--- src/hw/rtl/skle_pkg.sv ---
// shared types and codes for the sorted key list engine
package skle_pkg;

    // request codes
    localparam logic [2:0] REQ_INSERT    = 3'd0;
    localparam logic [2:0] REQ_REMOVE    = 3'd1;
    localparam logic [2:0] REQ_FIND      = 3'd2;
    localparam logic [2:0] REQ_PEEK_AT   = 3'd3;
    localparam logic [2:0] REQ_PEEK_NEXT = 3'd4;
    localparam logic [2:0] REQ_REWIND    = 3'd5;

    // status codes
    localparam logic [2:0] STAT_OK       = 3'd0;
    localparam logic [2:0] STAT_RANGE    = 3'd1;
    localparam logic [2:0] STAT_NOTFOUND = 3'd2;
    localparam logic [2:0] STAT_FULL     = 3'd3;
    localparam logic [2:0] STAT_END      = 3'd4;

    typedef enum logic [2:0] {
        ST_IDLE,
        ST_INS_CMP,
        ST_INS_PUT,
        ST_REM_FIRST,
        ST_REM_SHIFT,
        ST_FIND,
        ST_PEEK
    } state_t;

endpackage

--- src/hw/rtl/skle_ram.sv ---
// generic single write port ram with registered read
module skle_ram #(
    parameter int WIDTH = 24,
    parameter int DEPTH = 16
) (
    input  logic                     clk,
    input  logic                     wr_en,
    input  logic [$clog2(DEPTH)-1:0] wr_addr,
    input  logic [WIDTH-1:0]         wr_data,
    input  logic                     rd_en,
    input  logic [$clog2(DEPTH)-1:0] rd_addr,
    output logic [WIDTH-1:0]         rd_data
);

    logic [WIDTH-1:0] mem [DEPTH];
    logic [WIDTH-1:0] rd_data_reg;

    always_ff @(posedge clk)
    begin
        if (wr_en)
        begin
            mem[wr_addr] <= wr_data;
        end
        if (rd_en)
        begin
            rd_data_reg <= mem[rd_addr];
        end
    end

    assign rd_data = rd_data_reg;

endmodule

--- src/hw/rtl/sorted_key_list_engine.sv ---
// top level of the sorted key list engine: sequencer, compare unit and result registers
//
// usage
// - a request transaction is taken at a rising edge with start high and busy low;
//   req_type selects insert, remove at position, find key, peek at position,
//   peek next or rewind
// - every request gives exactly one result: done is high for one cycle with
//   status, out_key, out_value, out_position and entry_count valid in that cycle;
//   the receiver cannot stall, so a result is never held back
// - entries live in one ram (key and value side by side) and are walked one
//   entry per cycle by a single compare unit, one ram read and one ram write
//   per cycle
// - rewind, full insert, out-of-range and empty cases answer with done in the
//   next cycle and keep busy low
// - insert into a non-empty list walks down from the tail and moves each entry up
//   that the new key passes; remove moves each entry after the removed one down
// - find walks from the head until the first match or the end of the list
// - peek at / peek next: one ram read, then the result
// - busy falls in the cycle where done rises, so the next request can be
//   taken right then
// - reset clears the entry count, the cursor and the sequencer; entry storage
//   is not cleared, only positions below the count are ever read
module sorted_key_list_engine
    import skle_pkg::*;
#(
    parameter int LIST_DEPTH = 16,
    parameter int KEY_BITS   = 16,
    parameter int VALUE_BITS = 8
) (
    input  logic                              clk,
    input  logic                              rst_n,
    input  logic                              start,
    output logic                              busy,
    input  logic [2:0]                        req_type,
    input  logic [KEY_BITS-1:0]               key,
    input  logic [VALUE_BITS-1:0]             value,
    input  logic [$clog2(LIST_DEPTH)-1:0]     position,
    output logic                              done,
    output logic [2:0]                        status,
    output logic [KEY_BITS-1:0]               out_key,
    output logic [VALUE_BITS-1:0]             out_value,
    output logic [$clog2(LIST_DEPTH)-1:0]     out_position,
    output logic [$clog2(LIST_DEPTH+1)-1:0]   entry_count
);

    localparam int PW = $clog2(LIST_DEPTH);
    localparam int CW = $clog2(LIST_DEPTH + 1);
    localparam int EW = KEY_BITS + VALUE_BITS;

    // sequencer and list state
    state_t              state_reg, state_next;
    logic [CW-1:0]       count_reg, count_next;
    logic [PW-1:0]       cursor_reg, cursor_next;
    logic [CW-1:0]       idx_reg, idx_next;
    logic                peek_next_reg, peek_next_next;
    logic [KEY_BITS-1:0]   key_reg, key_next;
    logic [VALUE_BITS-1:0] value_reg, value_next;

    // result registers
    logic                  done_reg, done_next;
    logic [2:0]            status_reg, status_next;
    logic [KEY_BITS-1:0]   out_key_reg, out_key_next;
    logic [VALUE_BITS-1:0] out_value_reg, out_value_next;
    logic [PW-1:0]         out_position_reg, out_position_next;
    logic [CW-1:0]         entry_count_reg, entry_count_next;

    // ram port
    logic          wr_en;
    logic [PW-1:0] wr_addr;
    logic [EW-1:0] wr_data;
    logic          rd_en;
    logic [PW-1:0] rd_addr;
    logic [EW-1:0] rd_data;

    // shared compare unit operands
    logic [KEY_BITS-1:0]   e_key;
    logic [VALUE_BITS-1:0] e_value;
    logic                  at_head;
    logic                  shift_up;
    logic                  key_match;
    logic [CW-1:0]         pos_ext;
    logic [CW-1:0]         cursor_ext;

    skle_ram #(
        .WIDTH (EW),
        .DEPTH (LIST_DEPTH)
    ) u_ram (
        .clk     (clk),
        .wr_en   (wr_en),
        .wr_addr (wr_addr),
        .wr_data (wr_data),
        .rd_en   (rd_en),
        .rd_addr (rd_addr),
        .rd_data (rd_data)
    );

    assign e_key      = rd_data[EW-1:VALUE_BITS];
    assign e_value    = rd_data[VALUE_BITS-1:0];
    assign pos_ext    = CW'(position);
    assign cursor_ext = CW'(cursor_reg);
    assign at_head    = (idx_reg == CW'(1));

    // head is passed only by a strictly smaller key, other entries by smaller or equal
    assign shift_up   = at_head ? (key_reg < e_key) : (e_key >= key_reg);
    assign key_match  = (e_key == key_reg);

    always_ff @(posedge clk or negedge rst_n)
    begin
        if (!rst_n)
        begin
            state_reg  <= ST_IDLE;
            count_reg  <= '0;
            cursor_reg <= '0;
            done_reg   <= 1'b0;
        end
        else
        begin
            state_reg  <= state_next;
            count_reg  <= count_next;
            cursor_reg <= cursor_next;
            done_reg   <= done_next;
        end
    end

    // payload registers, no reset
    always_ff @(posedge clk)
    begin
        idx_reg          <= idx_next;
        peek_next_reg    <= peek_next_next;
        key_reg          <= key_next;
        value_reg        <= value_next;
        status_reg       <= status_next;
        out_key_reg      <= out_key_next;
        out_value_reg    <= out_value_next;
        out_position_reg <= out_position_next;
        entry_count_reg  <= entry_count_next;
    end

    always_comb
    begin
        state_next        = state_reg;
        count_next        = count_reg;
        cursor_next       = cursor_reg;
        idx_next          = idx_reg;
        peek_next_next    = peek_next_reg;
        key_next          = key_reg;
        value_next        = value_reg;
        done_next         = 1'b0;
        status_next       = status_reg;
        out_key_next      = out_key_reg;
        out_value_next    = out_value_reg;
        out_position_next = out_position_reg;
        entry_count_next  = entry_count_reg;
        wr_en             = 1'b0;
        wr_addr           = '0;
        wr_data           = '0;
        rd_en             = 1'b0;
        rd_addr           = '0;

        unique case (state_reg)
            ST_IDLE:
            begin
                if (start)
                begin
                    // default answer: no data
                    status_next       = STAT_RANGE;
                    out_key_next      = '0;
                    out_value_next    = '0;
                    out_position_next = '0;
                    case (req_type)
                        REQ_INSERT:
                        begin
                            key_next   = key;
                            value_next = value;
                            if (count_reg == CW'(LIST_DEPTH))
                            begin
                                done_next   = 1'b1;
                                status_next = STAT_FULL;
                            end
                            else if (count_reg == '0)
                            begin
                                wr_en       = 1'b1;
                                wr_addr     = '0;
                                wr_data     = {key, value};
                                count_next  = count_reg + CW'(1);
                                done_next   = 1'b1;
                                status_next = STAT_OK;
                            end
                            else
                            begin
                                // walk down from the tail
                                rd_en      = 1'b1;
                                rd_addr    = PW'(count_reg - CW'(1));
                                idx_next   = count_reg;
                                state_next = ST_INS_CMP;
                            end
                        end
                        REQ_REMOVE:
                        begin
                            if (pos_ext >= count_reg)
                            begin
                                done_next = 1'b1;
                            end
                            else
                            begin
                                rd_en      = 1'b1;
                                rd_addr    = position;
                                idx_next   = pos_ext;
                                state_next = ST_REM_FIRST;
                            end
                        end
                        REQ_FIND:
                        begin
                            key_next = key;
                            if (count_reg == '0)
                            begin
                                done_next   = 1'b1;
                                status_next = STAT_NOTFOUND;
                            end
                            else
                            begin
                                rd_en      = 1'b1;
                                rd_addr    = '0;
                                idx_next   = '0;
                                state_next = ST_FIND;
                            end
                        end
                        REQ_PEEK_AT:
                        begin
                            if (pos_ext >= count_reg)
                            begin
                                done_next = 1'b1;
                            end
                            else
                            begin
                                rd_en          = 1'b1;
                                rd_addr        = position;
                                idx_next       = pos_ext;
                                peek_next_next = 1'b0;
                                state_next     = ST_PEEK;
                            end
                        end
                        REQ_PEEK_NEXT:
                        begin
                            // cursor may be stale after removals
                            if (cursor_ext >= count_reg)
                            begin
                                done_next = 1'b1;
                            end
                            else
                            begin
                                rd_en          = 1'b1;
                                rd_addr        = cursor_reg;
                                idx_next       = cursor_ext;
                                peek_next_next = 1'b1;
                                state_next     = ST_PEEK;
                            end
                        end
                        REQ_REWIND:
                        begin
                            cursor_next = '0;
                            done_next   = 1'b1;
                            status_next = STAT_OK;
                        end
                        default:
                        begin
                            // unknown request type
                            done_next = 1'b1;
                        end
                    endcase
                end
            end

            ST_INS_CMP:
            begin
                if (shift_up)
                begin
                    // move entry idx-1 up to idx
                    wr_en    = 1'b1;
                    wr_addr  = PW'(idx_reg);
                    wr_data  = rd_data;
                    idx_next = idx_reg - CW'(1);
                    if (at_head)
                    begin
                        state_next = ST_INS_PUT;
                    end
                    else
                    begin
                        rd_en   = 1'b1;
                        rd_addr = PW'(idx_reg - CW'(2));
                    end
                end
                else
                begin
                    wr_en       = 1'b1;
                    wr_addr     = PW'(idx_reg);
                    wr_data     = {key_reg, value_reg};
                    count_next  = count_reg + CW'(1);
                    done_next   = 1'b1;
                    status_next = STAT_OK;
                    state_next  = ST_IDLE;
                end
            end

            ST_INS_PUT:
            begin
                // new smallest key goes to the head
                wr_en       = 1'b1;
                wr_addr     = '0;
                wr_data     = {key_reg, value_reg};
                count_next  = count_reg + CW'(1);
                done_next   = 1'b1;
                status_next = STAT_OK;
                state_next  = ST_IDLE;
            end

            ST_REM_FIRST:
            begin
                out_key_next      = e_key;
                out_value_next    = e_value;
                out_position_next = PW'(idx_reg);
                if ((idx_reg + CW'(1)) < count_reg)
                begin
                    rd_en      = 1'b1;
                    rd_addr    = PW'(idx_reg + CW'(1));
                    state_next = ST_REM_SHIFT;
                end
                else
                begin
                    count_next  = count_reg - CW'(1);
                    done_next   = 1'b1;
                    status_next = STAT_OK;
                    state_next  = ST_IDLE;
                end
            end

            ST_REM_SHIFT:
            begin
                // move entry idx+1 down to idx
                wr_en    = 1'b1;
                wr_addr  = PW'(idx_reg);
                wr_data  = rd_data;
                idx_next = idx_reg + CW'(1);
                if ((idx_reg + CW'(2)) < count_reg)
                begin
                    rd_en   = 1'b1;
                    rd_addr = PW'(idx_reg + CW'(2));
                end
                else
                begin
                    count_next  = count_reg - CW'(1);
                    done_next   = 1'b1;
                    status_next = STAT_OK;
                    state_next  = ST_IDLE;
                end
            end

            ST_FIND:
            begin
                if (key_match)
                begin
                    out_key_next      = e_key;
                    out_value_next    = e_value;
                    out_position_next = PW'(idx_reg);
                    done_next         = 1'b1;
                    status_next       = STAT_OK;
                    state_next        = ST_IDLE;
                end
                else if ((idx_reg + CW'(1)) < count_reg)
                begin
                    rd_en    = 1'b1;
                    rd_addr  = PW'(idx_reg + CW'(1));
                    idx_next = idx_reg + CW'(1);
                end
                else
                begin
                    done_next   = 1'b1;
                    status_next = STAT_NOTFOUND;
                    state_next  = ST_IDLE;
                end
            end

            ST_PEEK:
            begin
                out_key_next      = e_key;
                out_value_next    = e_value;
                out_position_next = PW'(idx_reg);
                done_next         = 1'b1;
                state_next        = ST_IDLE;
                if (!peek_next_reg)
                begin
                    cursor_next = PW'(idx_reg);
                    status_next = STAT_OK;
                end
                else if ((idx_reg + CW'(1)) == count_reg)
                begin
                    // last entry: cursor stays
                    status_next = STAT_END;
                end
                else
                begin
                    cursor_next = PW'(idx_reg + CW'(1));
                    status_next = STAT_OK;
                end
            end

            default:
            begin
                state_next = ST_IDLE;
            end
        endcase

        // every result reports the count left after the request
        if (done_next)
        begin
            entry_count_next = count_next;
        end
    end

    assign busy         = (state_reg != ST_IDLE);
    assign done         = done_reg;
    assign status       = status_reg;
    assign out_key      = out_key_reg;
    assign out_value    = out_value_reg;
    assign out_position = out_position_reg;
    assign entry_count  = entry_count_reg;

endmodule

--- config.mk ---
export PLATFORM = sky130hd
export DESIGN_NAME = sorted_key_list_engine
export DESIGN_NICKNAME = d
export VERILOG_FILES = /design/src/hw/rtl/skle_pkg.sv /design/src/hw/rtl/skle_ram.sv /design/src/hw/rtl/sorted_key_list_engine.sv
export SDC_FILE = /design/constraint.sdc
export NUM_CORES = 1
export LEC_CHECK = 0
export BUFFER_PORTS_ARGS = -buffer_cell sky130_fd_sc_hd__buf_2
export CAP_MARGIN = 20
export CORE_AREA = 2 2 307 309
export DETAILED_ROUTE_END_ITERATION = 10
export DIE_AREA = 0 0 309 311
export HOLD_SLACK_MARGIN = 0.12
export PLACE_DENSITY = 0.33
export REMOVE_ABC_BUFFERS = 1
export SETUP_SLACK_MARGIN = 0.3
export SLEW_MARGIN = 15
export SYNTH_ARGS = -nofsm -noshare
export SYNTH_HDL_FRONTEND = slang
export SYNTH_SLANG_ARGS = --single-unit
--- constraint.sdc ---
create_clock -name clk -period 5.29 [get_ports clk]
set_input_delay 1.587 -clock clk [delete_from_list [all_inputs] [get_ports clk]]
set_output_delay 1.587 -clock clk [all_outputs]
set_load 0.01 [all_outputs]
# --- After elaboration in Yosys (flattened, before gate mapping) ---
# Memory sizes are Yosys's and may differ from the RTL's. A register that Yosys moved wholly into a read port is not among the register bits.
# Cells that the tools add are included.
# W data, S select, Z words.
classes:
  n_eq_ne: 38
  n_addsub: 6
  n_lt_le_gt_ge: 6
  muxes: 111
  n_reduce_logical: 23
op_table:
  columns: ["op", "n"]
  rows:
  - ["$mux W24", 5]
  - ["$pmux W24 S4", 1]
  - ["$mux W5", 16]
  - ["$mux W4", 17]
  - ["$mux W3", 19]
  - ["$pmux W16 S3", 1]
  - ["$pmux W5 S4", 2]
  - ["$mux W16", 2]
  - ["$ne A3 B3 Y1 const B", 10]
  - ["$pmux W3 S5", 2]
  - ["$mux W1", 28]
  - ["$pmux W5 S5", 1]
  - ["$pmux W4 S3", 2]
  - ["$pmux W8 S3", 1]
  - ["$reduce_and A11 Y1", 2]
  - ["$pmux W3 S7", 1]
  - ["$ne A2 B2 Y1 const B", 10]
  - ["$pmux W4 S5", 1]
  - ["$eq A16 B16 Y1", 1]
  - ["$ge A16 B16 Y1", 1]
  - ["$lt A16 B16 Y1", 1]
  - ["$mux W8", 2]
  - ["$eq A3 B3 Y1 const B", 5]
  - ["$eq A3 B2 Y1 const B", 4]
  - ["32 further kinds", 49]
totals:
  reg_bits: 79
  input_bits: 34
  ramBits: 384
  n_memories: 1
  wordCells: 198
memory_table:
  columns: ["name", "words", "width", "rd", "rd_ports_with_merged_regs", "write_ports", "line", "source"]
  rows:
  - ["u_ram.mem", 16, 24, 1, 1, 1, "skle_ram.sv:15", "logic [WIDTH-1:0] mem [DEPTH];"]

# --- Longest topological paths before layout ---
# Gate-level depths: netlist of the first run.
logic_depth:
  word_depth: 8
  ltp_mapped: 16
  depth_no_buf: 12

# --- By module ---
# A second synthesis of the first run with hierarchy kept.
hier_totals:
  hier_cells: 1203
  area_unflattened_um2: 20799.9
by_module_without_submodules:
  columns: ["module", "n_inst", "area_per_inst_um2", "cells_each"]
  rows:
  - ["skle_ram", 1, 15173.3, 636]
  - ["sorted_key_list_engine", 1, 5626.6, 567]

# --- Worst setup path after synthesis of the first run ---
# OpenSTA, ideal clock, no wires.
synth_timing:
  path_kind: "input to register"
  start: "input req_type[1]"
  end: "memory u_ram.mem[0][0] (enable)"
  cell_stages: 6
  setup_ps: 442
  slack_ps: 437
  n_path_buf: 1
  arrival_ps: 4411
  required_ps: 4848
  path_cell_list: "clkbuf_1 -> or2_2 -> nor2_1 -> nand4_1 -> and2_1 -> a211oi_1"
synth_between:
  elab_chain_len: 6
synth_lines:
  columns: ["item", "line", "source"]
  rows:
  - ["start, declared", "sorted_key_list_engine.sv:34", "input logic [2:0] req_type,"]
  - ["$logic_not A3 Y1", "sorted_key_list_engine.sv:170", "case (req_type)"]
  - ["$mux W1", "sorted_key_list_engine.sv:170", null]
  - ["$mux W1", "sorted_key_list_engine.sv:163", "if (start)"]
  - ["$pmux W1 S2", "sorted_key_list_engine.sv:160", "unique case (state_reg)"]
  - ["$mux W1", "skle_ram.sv:20", "if (wr_en)"]
  - ["$mux W1 (not written as such)", "skle_ram.sv:22", "mem[wr_addr] <= wr_data;"]
  - ["end, declared", "skle_ram.sv:15", null]
# Every way passes these cells.

# --- Worst setup path in the final report of the first run ---
layout_timing:
  start: "register u_ram.rd_data_reg[11] (netlist: u_ram.rd_data[11]) (read register of u_ram.mem)"
  end: "register u_ram.rd_data_reg[16] (netlist: u_ram.rd_data[16]) (read register of u_ram.mem) (data pin)"
layout_between:
  elab_chain_len: 4
  elab_cells_between_ends: 10
layout_lines:
  columns: ["item", "line", "source"]
  rows:
  - ["start, declared", "skle_ram.sv:16", "logic [WIDTH-1:0] rd_data_reg;"]
  - ["$ge A16 B16 Y1 or $lt A16 B16 Y1 (tied branches)", "sorted_key_list_engine.sv:104", "assign shift_up = at_head ? (key_reg < e_key) : (e_key >= key_reg);"]
  - ["$mux W1", "sorted_key_list_engine.sv:104", null]
  - ["$mux W4 or $mux W1 (tied branches)", "sorted_key_list_engine.sv:276", "if (shift_up)"]
  - ["$pmux W4 S5 or $pmux W1 S5 (tied branches)", "sorted_key_list_engine.sv:160", null]
# Parallel ways exist; a longest one is shown, timed or not.
# A chain may end at the register's enable or synchronous reset.

==> results of run 1 <==
## final cells by class
type                       count  area (µm²)  area share (%)
tap                         1254        1569           6.053
inverter                      39       146.4          0.5648
sequential                   487       14560           56.17
clock inverter                34       402.9           1.554
clock buffer                  70        1518           5.855
multi-input combinational    793        6371           24.58
timing repair buffer         177        1354           5.223
## cells by family (layout without fill, tap and decap cells)
| logic type | after synthesis | in the layout | synth area share [%] |
|---|---|---|---|
| flops | 487 | 487 | 68.50 |
| compound gates | 289 | 289 | 10.87 |
| simple gates | 271 | 272 | 6.234 |
| mux | 170 | 170 | 8.336 |
| buf+inv | 119 | 320 | 2.673 |
| fa+ha+maj | 45 | 45 | 2.684 |
| xor+xnor | 17 | 17 | 0.7005 |
## timing repair
action,CTS,global route
pin swaps,0,2
gates resized for setup,1,0
hold buffers,0,0
gates cloned,0,1
endpoints found under the setup margin,21,20
## cells in the mapped netlist (6+ instances only)
cell / n
edfxtp_1: 474
mux2i_1: 114
nand2_1: 96
mux2_2: 56
nor2_1: 49
a21oi_1: 48
clkbuf_1: 46
ha_1: 44
inv_1: 35
and2_1: 33
a221oi_1: 29
nor2b_1: 29
o21ai_0: 27
a221o_1: 25
a222oi_1: 24
nand3_1: 23
o2bb2ai_1: 21
a221oi_2: 20
o21ai_1: 20
buf_2: 14
dfrtp_1: 13
xnor2_1: 13
nor3_1: 12
a211oi_1: 10
buf_4: 9
o211ai_1: 9
a31oi_1: 8
o22ai_1: 6
## cell usage in the layout (no fill, tap or decap), drive strengths merged, types with 7 or more instances in the layout
cell     netlist  final
a222oi        24     24
ha            44     44
nor2          50     51
inv           35     35
and2          34     34
nor3          12     12
mux2          56     56
edfxtp       474    474
a221o         25     25
dfrtp         13     13
clkbuf        46     70
xnor2         13     13
o211ai         9      9
a221oi        49     49
mux2i        114    114
buf           34    177
bufinv         0      7
o21ai         47     47
a21oi         48     48
o2bb2ai       21     21
a31oi          8      8
a211oi        10     10
nand3         23     23
clkinv         4     27
nor2b         29     29
nand2         96     96
## worst reg2reg max path, delay by kind of cell (launching register included)
kind | cells | cell delay [ns]
multiplexers | 2 | 0.35
AO/OA/AOI/OAI | 5 | 1.98
buffers and inverters | 3 | 0.71
AND/OR/NAND/NOR | 2 | 0.68
adder cells (fa/ha/maj) | 1 | 0.37
flip-flops | 1 | 0.54
## through the flow
step                utilization [%]  worst slack, ns  TNS, ns  cells  power (mW)
finish                        27.94           0.4656        0   2854       17.55
floorplan                         -           -8.339  -196.14   1318       10.33
detailed placement            25.83          0.09456        0   2748       13.71
global route                  27.94           0.2733        0   2854       18.61
global placement              25.80          0.06024        0   2747       13.72
CTS                           27.90           0.3736        0   2852       17.85
## final timing paths
| kind | startpoint | slack [ns] | end | cells past startpoint |
|---|---|---|---|---|
| worst max-delay path | u_ram.rd_data[11] | 0.47 | u_ram.rd_data[16] | 13 |
| worst min-delay path | cursor_reg[0] | 0.61 | cursor_reg[0] | 2 |
| worst max register to register | u_ram.rd_data[11] | 0.47 | u_ram.rd_data[16] | 13 |
| worst min register to register | cursor_reg[0] | 0.61 | cursor_reg[0] | 2 |
| max in group asynchronous | rst_n | 4.10 | count_reg[1] | 1 |
| min in group asynchronous | rst_n | 0.89 | cursor_reg[0] | 1 |
## routing by layer
layer	vias up	GRT usage [%]	share of wire (%)	wire length (µm)
met5	-	0	0	0
met4	0	3.928	2.3	1639
li1	5844	-	-	-
met1	6648	20.72	47	33550
met2	301	24.22	47	33780
met3	91	2.111	4.3	3112
## report_power, final
group | switching [mW] | total, mW | internal, mW
Sequential | 0.367 | 6.02 | 5.65
Clock | 1.66 | 4.04 | 2.38
Combinational | 4.82 | 7.49 | 2.67
Total | 6.84 | 17.6 | 10.7
==> results.tsv, run 1 <==
metric	value	unit
outcome	completed	
Final Hold Viols	0	
Post-DP HPWL	45.54	mm
CP endpoint kind	flip-flop	
io pins	72	
Largest stage delay, worst path	0.58	ns
via count	12880	
share of cells above drive strength 1	23.69	%
antenna violations before repair	2	
Worst Path Arrival	5.27	ns
YS warnings	0	
critical-path cell list	ha_1, and3_1, a221o_1, a221oi_1, buf_4, a21oi_1, o22a_1, nor2_4, buf_12, buf_12, mux2i_1, mux2_2, a221oi_2	
max reg flops	384	
worst setup path class	flip-flop to flip-flop	
DP Area	23960	µm²
leading post-synthesis cells by cell area	edfxtp_1 (67%), mux2i_1 (5.4%), mux2_2 (3.0%), ha_1 (2.6%), nand2_1 (1.7%)	
root buffer cell	clkbuf_16	
CP max-delay cell	a221oi_1	
Yosys top cell by area	edfxtp_1	
Cell Rows	112	
global-route wire length before repair	102.5	mm
most frequent CP cell	buf_12	
Final setup viols	0	
largest net degree at the start of global routing	36	
syn_area_per_cell	15.20	µm²
DR DRC count	0	
CP Buf/Inv Count	3	
top cell type's share of synthesized area	66.97	%
CTS Buffer Depth	3	
worst-skew pair later-pin latency	0.64	ns
Core ar.	92770	µm²
fin crit period	4.824	ns
Least-Margin Pin Slew	0.9928	ns
grt ovf	0	
initial core utilization	22.91	%
Worst Clk Skew	0.03459	ns
drt first-iter violations	1122	
setup bufs post-CTS	0	
# port buffers	71	
synth-to-layout area growth	21.95	%
flip-flop and latch count after synthesis	487	
Die Y	311	µm
Top delay family on crit path	compound AO/OA/AOI/OAI gates	
RSZ-0062 raised after global routing	yes	
Fmax achieved	207.3	MHz
die area	96100	µm²
CTS buffer count	58	
ys async rst share	2.669	%
Syn Inst Count	1398	
hold_ws	0.6128	ns
All-Layer GR Usage	14.90	%
VDD IR-drop max	0.3565	mV
WL/cell	25.26	µm
headroom to the max-slew limit	32.11	%
clock tree sinks	487	
Filler cells	9475	
DIE WIDTH	309	µm
via density per instance	4.514	
power per cell area	677.3	nW/µm²
Final Cell Area	25920	µm²
DRT Wirelength	72.08	mm
fin. max-slew vios	0	
ANT nets after route	0	
Leakage Power	9.364	nW
CTS tree	yes	
H-tree depth	2	
Max Cap Viol	0	
ys flop type	edfxtp_1	
Hold/Removal Path Class	flip-flop to flip-flop	
clk slew on worst S/H paths	0.06	ns
Netlist Area Pre-Place	21250	µm²
n_diodes	0	
Pre-antenna DRT Iters	5	
final period utilization	91.20	%
number of synthesized flops with an enable pin	474	
NumNets Final	1635	
GP Congestion	0.8132	
number of global-route vias before repair	13440	
Netlist cell types	68	
CP required	5.74	ns
CP Launch Type	flip-flop	
Max FO, Critical Path	19	
register area share after synthesis	68.50	%
(Power assumes the default switching activity.)
==> run 2, diff against run 1 <==
--- a/config.mk
+++ b/config.mk
@@ -7,14 +7,15 @@
 export LEC_CHECK = 0
 export BUFFER_PORTS_ARGS = -buffer_cell sky130_fd_sc_hd__buf_2
 export CAP_MARGIN = 20
-export CORE_AREA = 2 2 307 309
+export CORE_AREA = 2 2 304 306
 export DETAILED_ROUTE_END_ITERATION = 10
-export DIE_AREA = 0 0 309 311
+export DIE_AREA = 0 0 306 308
 export HOLD_SLACK_MARGIN = 0.12
 export PLACE_DENSITY = 0.33
 export REMOVE_ABC_BUFFERS = 1
 export SETUP_SLACK_MARGIN = 0.3
-export SLEW_MARGIN = 15
+export SLEW_MARGIN = 20
 export SYNTH_ARGS = -nofsm -noshare
 export SYNTH_HDL_FRONTEND = slang
+export SYNTH_HIERARCHICAL = 1
 export SYNTH_SLANG_ARGS = --single-unit
==> run 2 against run 1 <==
Against the previous run:
- cell count shrank 9.2%
- critical path type unchanged
- synthesized cell count shrank 14%
- largest cell class unchanged
- critical path depth grew 3
- worst hold slack lost 0.020 ns
- worst setup slack gained 0.45 ns
- wire length shrank 6.4%
- critical endpoint is now u_ram/rd_data[11]
- sequential share of layout area grew 1.8 points
- design area shrank 3.1%
- register-to-register slack gained 0.45 ns
==> results.tsv, run 2 <==
metric	value	unit
clk slew on worst S/H paths	0.06	ns
via count	11670	
die area	94250	µm²
Core ar.	90970	µm²
setup bufs post-CTS	0	
grt ovf	0	
CP Launch Type	flip-flop	
leading post-synthesis cells by cell area	edfxtp_1 (68%), mux4_2 (10%), a22oi_1 (2.7%), ha_1 (2.6%), dfrtp_1 (1.6%)	
power after layout	17.29	mW
All-Layer GR Usage	14.40	%
DRT Wirelength	67.50	mm
final period utilization	82.64	%
DIE WIDTH	306	µm
NumNets Final	1438	
count leader, synth	edfxtp_1	
WL/cell	26.04	µm
n_diodes	0	
antenna violations before repair	4	
Worst Clk Skew	0.03862	ns
R2R Path End	u_ram/rd_data[11]	
CP endpoint kind	flip-flop	
Filler cells	9139	
DR DRC count	0	
sw frac	37.60	%
# port buffers	71	
Syn Inst Count	1203	
WHS Endpoint	out_value[4]	
initial core utilization	22.87	%
Logic pwr share	42.2	%
RR Startpoint	idx_reg[2]	
Netlist cell types	73	
synth cell count leaders	edfxtp_1 (474), mux4_2 (96), nand2_1 (84)	
io pins	72	
Pre-antenna DRT Iters	4	
RSZ-0062 raised after global routing	no	
number of global-route vias before repair	12390	
R2R setup slack	0.92	ns
Final setup viols	0	
synth-to-layout area growth	20.76	%
Die Y	308	µm
drt first-iter violations	940	
H-tree depth	2	
ANT nets after route	0	
Post-DP HPWL	40.04	mm
Reg area	14560	µm²
reg2reg path depth	16	
GP Congestion	0.8074	
worst-skew pair later-pin latency	0.63	ns
Worst Path Arrival	4.72	ns
CP required	5.64	ns
Max Cap Viol	0	
Cell Rows	111	
most common cell after layout, fill and taps aside	edfxtp_1	
fin. max-slew vios	0	
Yosys top cell by area	edfxtp_1	
power per cell area	688.5	nW/µm²
max reg flops	384	
CTS Buffer Depth	3	
Multi-input gate area	5962	µm²
Fmax achieved	228.8	MHz
Max FO, Critical Path	28	
number of synthesized flops with an enable pin	474	
root buffer cell	clkbuf_16	
syn_area_per_cell	17.29	µm²
flip-flop and latch count after synthesis	487	
Hold/Removal Path Class	flip-flop to flip-flop	
largest net degree at the start of global routing	33	
hold_sp	u_ram/rd_data[4]	
Netlist Area Pre-Place	20800	µm²
clock tree sinks	487	
YS warnings	6	
Final Hold Viols	0	
Clk pwr share	21.8	%
Hold Crit Depth	1	
outcome	completed	
register area share after synthesis	70.00	%
sequential power share	36.0	%
global-route wire length before repair	95.82	mm
Least-Margin Pin Slew	0.9401	ns
Leakage Power	8.362	nW
ys async rst share	2.669	%
VDD IR-drop max	0.3654	mV
Non-Filler Instances	2592	
top cell type's share of synthesized area	68.43	%
CTS buffer count	56	
fin crit period	4.371	ns
via density per instance	4.501	
worst setup path class	flip-flop to flip-flop	
CTS tree	yes	
switching power	6.502	mW
Post-CTS Resized	0	
most frequent cells in the layout	edfxtp_1 (474), mux4_2 (96), nand2_1 (84)	
hold_buf cts	0	
share of cells above drive strength 1	28.02	%
ys flop type	edfxtp_1	
placed cell count	2485	
P_int	10.79	mW
headroom to the max-slew limit	36.75	%
## run 2: worst max-delay path by stage
| stage | start | end | slack [ns] | cells past startpoint |
|---|---|---|---|---|
| finish | idx_reg[2] | u_ram/rd_data[11] | 0.92 | 16 |
| global route | idx_reg[2] | u_ram/rd_data[11] | 0.59 | 16 |
| CTS | idx_reg[2] | u_ram/rd_data[11] | 0.83 | 16 |
| detailed placement | position[0] | u_ram/rd_data[11] | 0.27 | 15 |
| global placement | position[0] | u_ram/rd_data[11] | 0.33 | 15 |
| floorplan | position[0] | u_ram/rd_data[0] | -6.70 | 12 |
## run 2: through the flow
step	TNS (ns)	cell area [µm²]	hold slack (ns)	utilization, %	worst slack [ns]
floorplan	-194.88	20480	0.5298	-	-6.696
global placement	0	23280	0.5913	25.59	0.3261
detailed placement	0	23310	0.5889	25.62	0.2728
CTS	0	25090	0.6025	27.58	0.8268
global route	0	25120	0.6593	27.61	0.5921
finish	0	25120	0.5927	27.61	0.9186
## run 2: power groups by stage
stage	Clock, mW	Combinational, mW	Sequential, mW
finish	3.77	7.30	6.23
global route	4.04	8.01	6.30
CTS	3.89	7.48	6.25
detailed placement	0	7.45	6.32
global placement	0	7.38	6.34
floorplan	0	4.11	6.23
## run 2: logic make-up after synthesis
group	count (synthesis)	synth area share (%)
muxes	104	10.80
adders and majority gates	45	2.743
and+or+nand+nor	242	5.931
buffers and inverters	95	2.160
DFF	487	70.00
xor gates and xnor gates	16	0.6738
AOI/OAI and AO/OA	214	7.700
## run 2: critical path, cell delays in order, from the launching register on
cell and delay, ns:
edfxtp_1 0.51, ha_1 0.29, nand2_1 0.09, or2_2 0.28, nand2_1 0.12, ha_1 0.26
nand3_1 0.15, a21oi_1 0.10, nor3_1 0.30, and3_1 0.35, nor2_1 0.12, o22ai_4 0.17
buf_12 0.18, buf_12 0.26, mux4_2 0.55, a22oi_1 0.25, nand2_1 0.11
## run 2: final cells by class
class	instances	share of cell area (%)
Sequential cell	487	57.96
Timing Repair Buffer	158	4.782
Tap cell	1186	5.908
Multi-Input combinational cell	621	23.74
Clock buffer	61	5.738
Inverter	35	0.5230
Clock inverter	44	1.350
## run 2: per-layer routing
metal	up-vias	share of wire [%]	GRT usage, %
li1	5159	-	-
met1	6167	47	19.93
met2	257	47	23.80
met3	84	3.8	1.958
met4	0	2.1	3.632
met5	-	0	0
==> run 3, diff against run 2 <==
==> constraint.sdc (replaced) <==
create_clock -name clk -period 4.1 [get_ports clk]
set_input_delay 1.23 -clock clk [delete_from_list [all_inputs] [get_ports clk]]
set_output_delay 1.23 -clock clk [all_outputs]
set_load 0.01 [all_outputs]
==> run 3 against run 2 <==
Against the previous run:
- worst setup slack got worse by 0.62 ns
- global-route usage rose by 0.25 points
- critical path type is now input pin to flip-flop
- critical path depth rose by 1
- worst hold slack got worse by 0.071 ns
- largest cell class unchanged
- largest power group unchanged
==> results.tsv, run 3 (synthesized netlist as in run 2, its figures left out) <==
metric	value	unit
outcome	completed	
power per cell area	918.6	nW/µm²
Final setup viols	0	
root buffer cell	clkbuf_16	
synth-to-layout area growth	28.81	%
Cell Rows	111	
most frequent cells in the layout	edfxtp_1 (474), buf_4 (144), mux4_2 (96)	
fin crit period	3.798	ns
VDD IR-drop max	0.3615	mV
Fmax achieved	263.3	MHz
die area	94250	µm²
DIE WIDTH	306	µm
R2R Path End	u_ram/rd_data[13]	
CTS buffer count	58	
Die Y	308	µm
RSZ-0062 raised after global routing	yes	
worst setup path class	input pin to flip-flop	
Final Cell Area	26790	µm²
CP endpoint kind	flip-flop	
drt first-iter violations	1014	
DR DRC count	0	
initial core utilization	22.87	%
Worst Clk Skew	0.02565	ns
Largest stage delay, worst path	0.52	ns
hold_ws	0.5219	ns
clk slew on worst S/H paths	0.06	ns
via count	12190	
# port buffers	71	
Least-Margin Pin Slew	0.7336	ns
n_diodes	0	
most frequent CP cell	buf_12	
number of global-route vias before repair	12790	
Core ar.	90970	µm²
worst-skew pair later-pin latency	0.63	ns
largest net degree at the start of global routing	45	
Multi-input gate area	6376	µm²
WL/cell	26.09	µm
grt ovf	0	
DP Area	23940	µm²
io pins	72	
H-tree depth	2	
antenna violations before repair	3	
most common cell after layout, fill and taps aside	edfxtp_1	
CP required	4.46	ns
Max FO, Critical Path	6	
global-route wire length before repair	97.52	mm
Max Cap Viol	0	
fin. max-slew vios	0	
clock tree sinks	487	
NumNets Final	1546	
Worst Path Arrival	4.16	ns
CTS tree	yes	
Filler cells	8981	
RR Startpoint	idx_reg[1]	
CTS Buffer Depth	3	
Pre-antenna DRT Iters	5	
Leakage Power	9.026	nW
ANT nets after route	0	
CP max-delay cell	a222oi_1	
Final Hold Viols	0	
share of cells above drive strength 1	37.60	%
GP Congestion	0.7914	
Reg area	14560	µm²
Post-DP HPWL	43.19	mm
critical-path cell list	buf_8, inv_4, ha_4, nand2b_4, a21o_1, a21o_1, a21oi_2, o21a_1, a222oi_1, o22ai_4, buf_12, buf_12, buf_12, buf_16, mux4_2, a22oi_2, nand2_1	
All-Layer GR Usage	14.65	%
reg2reg path depth	18	
headroom to the max-slew limit	50.88	%
R2R setup slack	0.38	ns
max reg flops	384	
final period utilization	92.64	%
DRT Wirelength	70.29	mm
CP Launch Type	input pin	
via density per instance	4.524	
Hold/Removal Path Class	input pin to asynchronous set/reset pin	
power after layout	24.61	mW
==> run 3: cell count changes in the layout (fill, tap and decap cells not counted), sizes merged <==
cell	before	now
buf	157	259
bufbuf	0	1
clkinv	39	24
clkinvlp	0	6
bufinv	3	2
inv	37	32
clkbuf	62	76
==> run 3: worst max path at each step <==
stage | endpoint | slack (ns) | from | cells past startpoint
final | u_ram/rd_data[13] | 0.30 | position[0] | 17
after global routing | u_ram/rd_data[13] | 0.20 | position[0] | 17
after CTS | u_ram/rd_data[13] | 0.30 | idx_reg[1] | 17
after detailed placement | u_ram/rd_data[9] | -0.25 | position[0] | 15
after global placement | u_ram/rd_data[9] | -0.26 | position[0] | 15
after floorplan | u_ram/rd_data[0] | -7.69 | idx_reg[2] | 14
==> run 3: critical path, delay by kind of cell <==
| family | cells | cell delay (ns) |
|---|---|---|
| adder cells (fa/ha/maj) | 1 | 0.24 |
| AO/OA/AOI/OAI | 7 | 1.34 |
| multiplexers | 1 | 0.45 |
| AND/OR/NAND/NOR | 2 | 0.17 |
| buffers and inverters | 6 | 0.70 |
==> run 3: final cells by class <==
type                       instances  area share [%]
tap                             1186           5.538
clock inverter                    29          0.9106
inverter                          35          0.5370
timing repair buffer             264           9.256
multi-input combinational        621           23.80
clock buffer                      72           5.613
sequential                       487           54.35
==> run 3: repair_timing <==
item                                   CTS  global route
setup endpoints to repair               24            24
setup buffers                           27            15
cloned                                   4             5
endpoints found under the hold margin    0             0
gates resized for setup                 50            56
hold buffers                             0             0
pin swaps                               16            24
==> run 3: metrics by stage <==
stage          util (%)  setup TNS (ns)  instances  worst slack [ns]
5_1_grt           29.45               0       2694            0.1953
2_1_floorplan         -         -451.11       1143            -7.686
3_3_place_gp      26.32          -4.946       2542           -0.2639
4_1_cts           28.92               0       2674            0.3012
6_report          29.45               0       2694            0.3018
3_5_place_dp      26.32          -4.860       2542           -0.2455
==> run 3: power by group <==
part / switching (mW) / internal (mW) / leakage [nW]
Clock: 2.08 / 2.71 / 0.837
Combinational: 6.59 / 5.25 / 3.62
Sequential: 0.458 / 7.52 / 4.57
==> run 3: per-layer routing <==
metal	up-vias	share of wire [%]	track usage [%]	wire length, µm
met4	0	2.2	3.689	1557
met5	-	0	0	0
met2	290	48	24.76	33690
li1	5373	-	-	-
met1	6439	46	19.64	32060
met3	85	4.2	2.288	2978
